`config.mk`:
```
export PLATFORM = sky130hd
export DESIGN_NAME = im2cag_div_pipe
export DESIGN_NICKNAME = d
export VERILOG_FILES = /design/src/rtl/core/im2cag_pkg.sv /design/src/rtl/core/im2cag_div_pipe.sv
export SDC_FILE = /design/constraint.sdc
export NUM_CORES = 1
export LEC_CHECK = 0
export BUFFER_PORTS_ARGS = -buffer_cell sky130_fd_sc_hd__buf_4
export CAP_MARGIN = 30
export CELL_PAD_IN_SITES_DETAIL_PLACEMENT = 0
export CELL_PAD_IN_SITES_GLOBAL_PLACEMENT = 2
export CORE_MARGIN = 2
export CORE_UTILIZATION = 49
export DETAILED_ROUTE_END_ITERATION = 10
export PLACE_DENSITY = 0.95
export RECOVER_POWER = 100
export SETUP_SLACK_MARGIN = 0.5
export SLEW_MARGIN = 10
export SYNTH_ARGS = -nofsm -noshare
export SYNTH_HDL_FRONTEND = slang
export SYNTH_SLANG_ARGS = --single-unit
export TNS_END_PERCENT = 5
```
`constraint.sdc`:
```
create_clock -name clk -period 6.3 [get_ports clk]
set_input_delay 0.315 -clock clk [delete_from_list [all_inputs] [get_ports clk]]
set_output_delay 0.315 -clock clk [all_outputs]
set_load 0.1 [all_outputs]
```
`src/rtl/core/im2cag_pkg.sv`:
```
package im2cag_pkg;

  localparam int INDEX_WIDTH_DEF = 16;
  localparam int ADDR_WIDTH_DEF  = 32;

  localparam int WORD_ADDR_W = 32;
  localparam int CFG_IDX_W   = 4;
  localparam int CFG_DATA_W  = 32;

  localparam int DIM_W  = 8;
  localparam int SPAN_W = 16;
  localparam int PS_W   = 32;

  typedef enum logic [CFG_IDX_W-1:0] {
    REG_KERNEL_DIMS  = 4'd0,
    REG_PAD_W        = 4'd1,
    REG_PAD_H        = 4'd2,
    REG_STRIDE_W     = 4'd3,
    REG_STRIDE_H     = 4'd4,
    REG_OUT_WIDTH    = 4'd5,
    REG_ROW_STRIDE   = 4'd6,
    REG_PLANE_STRIDE = 4'd7
  } cfg_reg_t;

endpackage

```
`src/rtl/core/im2cag_div_pipe.sv`:
```
module im2cag_div_pipe #(
  parameter int NUM_W  = im2cag_pkg::INDEX_WIDTH_DEF,
  parameter int DEN_W  = im2cag_pkg::SPAN_W,
  parameter int SIDE_W = im2cag_pkg::INDEX_WIDTH_DEF
) (
  input  logic              clk,
  input  logic              rst_n,
  input  logic              en,
  input  logic              in_valid,
  input  logic [NUM_W-1:0]  in_num,
  input  logic [DEN_W-1:0]  in_rem,
  input  logic [DEN_W-1:0]  den,
  input  logic [SIDE_W-1:0] in_side,
  output logic              out_valid,
  output logic [NUM_W-1:0]  out_quo,
  output logic [DEN_W-1:0]  out_rem,
  output logic [SIDE_W-1:0] out_side
);

  logic [NUM_W-1:0]  vld_r;
  logic [DEN_W-1:0]  rem_r  [NUM_W];
  logic [NUM_W-1:0]  num_r  [NUM_W];
  logic [SIDE_W-1:0] side_r [NUM_W];

  // one quotient bit per stage, numerator shifts out as quotient shifts in
  for (genvar k = 0; k < NUM_W; k++) begin : g_step
    logic              vld_in;
    logic [DEN_W-1:0]  rem_in;
    logic [NUM_W-1:0]  num_in;
    logic [SIDE_W-1:0] side_in;
    logic [DEN_W:0]    trial;
    logic              take;

    if (k == 0) begin : g_head
      assign vld_in  = in_valid;
      assign rem_in  = in_rem;
      assign num_in  = in_num;
      assign side_in = in_side;
    end else begin : g_tail
      assign vld_in  = vld_r[k-1];
      assign rem_in  = rem_r[k-1];
      assign num_in  = num_r[k-1];
      assign side_in = side_r[k-1];
    end

    assign trial = {rem_in, num_in[NUM_W-1]};
    assign take  = (trial >= {1'b0, den});

    always_ff @(posedge clk) begin
      if (!rst_n) begin
        vld_r[k] <= 1'b0;
      end else if (en) begin
        vld_r[k] <= vld_in;
      end
    end

    always_ff @(posedge clk) begin
      if (en) begin
        rem_r[k]  <= take ? DEN_W'(trial - {1'b0, den}) : trial[DEN_W-1:0];
        num_r[k]  <= {num_in[NUM_W-2:0], take};
        side_r[k] <= side_in;
      end
    end
  end

  assign out_valid = vld_r[NUM_W-1];
  assign out_quo   = num_r[NUM_W-1];
  assign out_rem   = rem_r[NUM_W-1];
  assign out_side  = side_r[NUM_W-1];

endmodule

```
# Word level (Yosys, flattened, before mapping)
# Memory sizes are Yosys's and may differ from the RTL's.
# Index checks and enable logic that the tools add are counted.
dict set report totals {
  reg_bits 16
  ram_bits 768
  input_bits 68
  out_inout_bits 49
  n_memories 3
}
# name depth width rd rd_clocked_by_memory_dff write_ports line
set mem_list {}
lappend mem_list {num_r 16 16 16 0 16 im2cag_div_pipe.sv:22} ;# logic [NUM_W-1:0] num_r [NUM_W];
lappend mem_list {rem_r 16 16 16 0 16 im2cag_div_pipe.sv:21} ;# logic [DEN_W-1:0] rem_r [NUM_W];
lappend mem_list {side_r 16 16 16 0 16 im2cag_div_pipe.sv:23} ;# logic [SIDE_W-1:0] side_r [NUM_W];
dict set report classes {
  addsub 16
  order_cmp 16
  mux 18
}
# op count
set ops {}
lappend ops {{$ge A17 B16 Y1} 16}
lappend ops {{$mux W16} 16}
lappend ops {{$sub A16 B16 Y16} 16}
lappend ops {{$mux W1} 2}

# Logic depth before layout (Yosys ltp)
dict set report depth {
  depth_word 2
  depth_mapped 13
  depth_no_buf 12
}

# Least setup slack after synthesis
# Ideal clock, no wire load.
dict set report synth_path {
  path_type {input -> register}
  from {input port den[1]}
  to {memory rem_r[0][56] in the netlist's numbering (data pin)}
  setup_time_ns 0.260
  t_arrival_ns 2.855
  setup_slack_ns 3.185
  path_stages 13
  path_buffers 2
  path_cell_list {inv_1 -> ha_1 -> nor2b_4 -> o31a_1 -> o21a_1 -> o21ai_2 -> a31oi_1 -> a31oi_1 -> nand2_1 -> a211o_1 -> buf_6 -> buf_12 -> mux2_4}
}
# element line
set synth_lines {}
lappend synth_lines {{from (decl)} im2cag_div_pipe.sv:12} ;# input logic [DEN_W-1:0] den,
lappend synth_lines {{to (decl)} im2cag_div_pipe.sv:21}

==> results.txt <==
The flow ran to the end, but the final reports show violations. The checks that failed: max-capacitance violations, max-slew violations. Summed over all nets, wire length on met2 after detailed routing comes to 39990 µm.

The depth of the worst register-to-register path works out to 10. The run gives 184 as the max-slew violation count. The portion of the clock cycle consumed by the worst path in the final layout was 77.34%; the global-route wire length before repair was 124800 µm. Routed length on met1: 34150 µm. The transition time at the pin with the least slew margin works out to 4.624 ns. During I/O placement, the number of pins put on the boundary was 117.

The total area inside the core boundary comes to 77080 µm². The run gives 7 as the max-capacitance violation count. STA classifies the critical path endpoint as a flip-flop. After detailed routing, the average wire length per cell comes to 19.30 µm. The tools report the launching element type of the critical path as an input pin. For the H-tree depth, the log shows 3. The tools report the last weighted congestion value of the routability-driven placer as 0.8998.

The final standard cell utilization of the core came out at 55.82%. The run gives 0.2586 mV as the worst ir drop on vdd. The number of standard cells after synthesis was 2798. The final period demand of the worst path works out to 4.872 ns. After detailed routing, the number of vias per cell comes to 5.508. The setup total negative slack was 0 ns; the data required time at the worst endpoint was 6.67 ns. Setup repair after global routing left no endpoint under its margin. Counting every net in the synthesized netlist gives 3138. The total of endpoints with negative setup slack in the final report was 0.

On the worst path, the slowest cell contributes a delay of 1.18 ns. In this run, synthesis produced a sequential element count of 784. The tools report the total placed instance area as 40170 µm².

The run gives 83 as the number of buffers added by the clock tree synthesis step. In the layout the commonest cells are sky130_fd_sc_hd__edfxtp_1, sky130_fd_sc_hd__ha_1, sky130_fd_sc_hd__a21oi_1, sky130_fd_sc_hd__nor2_1, sky130_fd_sc_hd__o21ai_0. Buffers inserted to repair hold after CTS numbered 40.

The number of gates resized after CTS was 0. Pin count of the biggest net entering global routing: 180. The run gives 1 as the number of antenna violations at the first check in global routing. The number of unique standard cell types used by synthesis came out at 79. Most common cell after layout, fill and taps aside: sky130_fd_sc_hd__edfxtp_1.

The buffer count from post-CTS setup fixing was 0. Cell at the root of the clock tree: sky130_fd_sc_hd__clkbuf_16. Measured along the y axis, the die boundary spans 282.2 µm. At the end of the flow, the number of nets in the layout was 3362.

At the worst endpoint, the arrival time is 5.25 ns. The synthesized design contains 768 enable-type register cells. The worst setup path is of the input pin to flip-flop kind. The total grt overflow was 0; the detailed-route via count was 22.76k. The routed design has 79720 µm of wire.

Summed over all nets, the half-perimeter wirelength after detailed placement is 52980 µm. The routed design uses 3338 µm of met3 wire. Counting along the longest clock path gives a buffer depth of 3. The floorplan step defined a die boundary enclosing 79660 µm².

The number of global-route vias before repair was 22.88k; the mean post-synth cell area was 13.56 µm². Number of cell rows: 102. The worst slew slack as a fraction of its limit was -208.2%; the maximum clock frequency was 205.2 MHz. The post-synthesis to final-layout area growth was 13.43%. Counting flops with an async set or reset pin after synthesis yields a share of 0%. The tools report the final-layout worst hold slack as 0.03233 ns. The initial utilization of the core area, before any placement, comes to 49.21%.

The finished cells cover 43030 µm². The tools report the number of hold-slack violations in the final timing report as 0. Master of the slowest instance on the critical path: sky130_fd_sc_hd__o21ai_0. The count of buffers added on input and output ports is 116.

The highest fanout seen on the critical path is 17, and the power per unit of standard cell area is 497.7 nW/µm². Clock latency on the worst-skew pair, taken at its later pin, is 0.65 ns. Across the routed clock network, the largest skew measured is 0.03395 ns. TritonCTS built the clock tree. The tightest min-delay check is of the input pin to flip-flop type. The reported leakage power was 16.29 nW; the number of DRC violations after detailed-routing iteration 0 was 1750. Counting instances, the worst hold path has a depth of 2. The most used flip-flop cell after synthesis is sky130_fd_sc_hd__edfxtp_1. After detailed routing, no signal wire sits above met4.

From left edge to right edge, the die measures 282.2 µm. The clock net sink count is 784. The clock slew seen by the registers of the worst setup and hold paths was 0.05 ns; the remaining routing DRC violations was 0.

Walking the worst path, the cells encountered are buf_4 -> inv_1 -> clkbuf_1 -> ha_1 -> nor2b_1 -> o211ai_1 -> a31o_2 -> a21o_1 -> nand3_1 -> a31oi_1 -> o21ai_0 -> clkbuf_1 -> mux2_2. The post-synthesis instance area was 37940 µm²; the number of antenna cells inserted was 0. The detail route stage leaves a number of antenna-violating nets equal to 0. Across every metal layer, demand over resource in global routing totals 20.07%. The run gives 61.64% as the post-synthesis sequential area ratio. The Yosys step of the flow raised 0 warnings. The cell seen most often among critical-path stages is sky130_fd_sc_hd__clkbuf_1. Before antenna repair, the detailed router went through 5 iterations. Cells with a size suffix above 1 make up 11.32% of the layout.
==> report_power, final <==
group          internal, mW  total [mW]  switching, mW  leakage, nW
logic                  3.66        8.36           4.70         7.29
clock network          2.90        5.00           2.10         1.37
registers              7.42        8.05          0.630         7.63
total                  14.0        21.4           7.43         16.3
==> critical path, delay by kind of cell <==
family,cells,cell delay (ns)
buffers and inverters,4,1.87
AO/OA/AOI/OAI,5,1.85
adder cells (fa/ha/maj),1,0.49
multiplexers,1,0.41
AND/OR/NAND/NOR,2,0.27
==> worst paths after layout <==
path	slack [ns]	to	from
worst min-delay path	0.03	rem_r[0][6]	in_rem[5]
worst max register to register	1.88	rem_r[1][115]	rem_r[1][96]
worst max-delay path	1.43	rem_r[0][6]	den[1]
worst min register to register	0.41	num_r[2][14]	num_r[1][13]
==> layout make-up <==
type	instances	area, µm²
fill	6281	34050
sequential	784	23380
multi-input combinational	1866	13830
clock buffer	96	2147
tap	1040	1301
timing repair buffer	183	1300
clock inverter	58	675.6
inverter	104	390.4
==> routing by layer <==
| metal | vias to the layer above | global-route usage, % |
|---|---|---|
| li1 | 11130 | - |
| met1 | 11024 | 25.57 |
| met2 | 448 | 35.02 |
| met3 | 153 | 3.254 |
| met4 | 0 | 6.485 |
| met5 | - | 0 |
==> kinds of logic after synthesis <==
kind of cell / Yosys count / synth area share (%)
adder cells (fa/ha/maj): 272 / 9.288
XOR/XNOR: 186 / 4.294
AND/OR/NAND/NOR: 623 / 7.893
AO/OA/AOI/OAI: 612 / 10.21
buffers and inverters: 148 / 1.596
multiplexers: 173 / 5.079
flip-flops: 784 / 61.64
==> synthesized netlist by cell type, drive strengths merged, types with 4 or more instances <==
cell type | n | area (µm²)
a211o | 11 | 96.34
a211oi | 16 | 125.1
a21boi | 19 | 142.6
a21o | 73 | 548.0
a21oi | 195 | 994.7
a31o | 7 | 61.31
a31oi | 30 | 202.7
and2 | 5 | 31.28
and3 | 12 | 75.07
and4 | 4 | 35.03
buf | 20 | 125.1
clkbuf | 24 | 90.09
dfxtp | 16 | 320.3
edfxtp | 768 | 23060
fa | 16 | 320.3
ha | 256 | 3203
inv | 104 | 390.4
mux2 | 135 | 1546
mux2i | 38 | 380.4
nand2 | 143 | 536.8
nand2b | 31 | 193.9
nand3 | 45 | 225.2
nand4 | 36 | 231.5
nor2 | 194 | 728.2
nor2b | 58 | 370.3
nor3 | 43 | 215.2
nor3b | 6 | 45.04
nor4 | 15 | 93.84
o211ai | 10 | 90.09
o21a | 33 | 247.7
o21ai | 146 | 742.0
o21bai | 11 | 82.58
o311ai | 7 | 61.31
o31a | 7 | 61.31
o31ai | 13 | 102.6
o41ai | 4 | 35.03
or2 | 9 | 56.30
or3 | 12 | 75.07
or4 | 4 | 30.03
xnor2 | 122 | 1069
xor2 | 64 | 560.5
==> state kept, by name, indices dropped and copies added, names as in the netlist <==
name and cells:
num_r 256, side_r 256, rem_r 256, out_valid 1, g_step.vld_in 15
==> per-stage QoR <==
stage,worst slack (ns),cells,total power [mW]
global placement,1.641,3933,16.40
detailed placement,1.655,3935,16.60
floorplan,3.185,2798,14.68
global route,0.9888,4131,22.86
CTS,2.280,4129,21.75
finish,1.428,4131,21.42
Note: power is estimated with default switching activity, not from simulation.
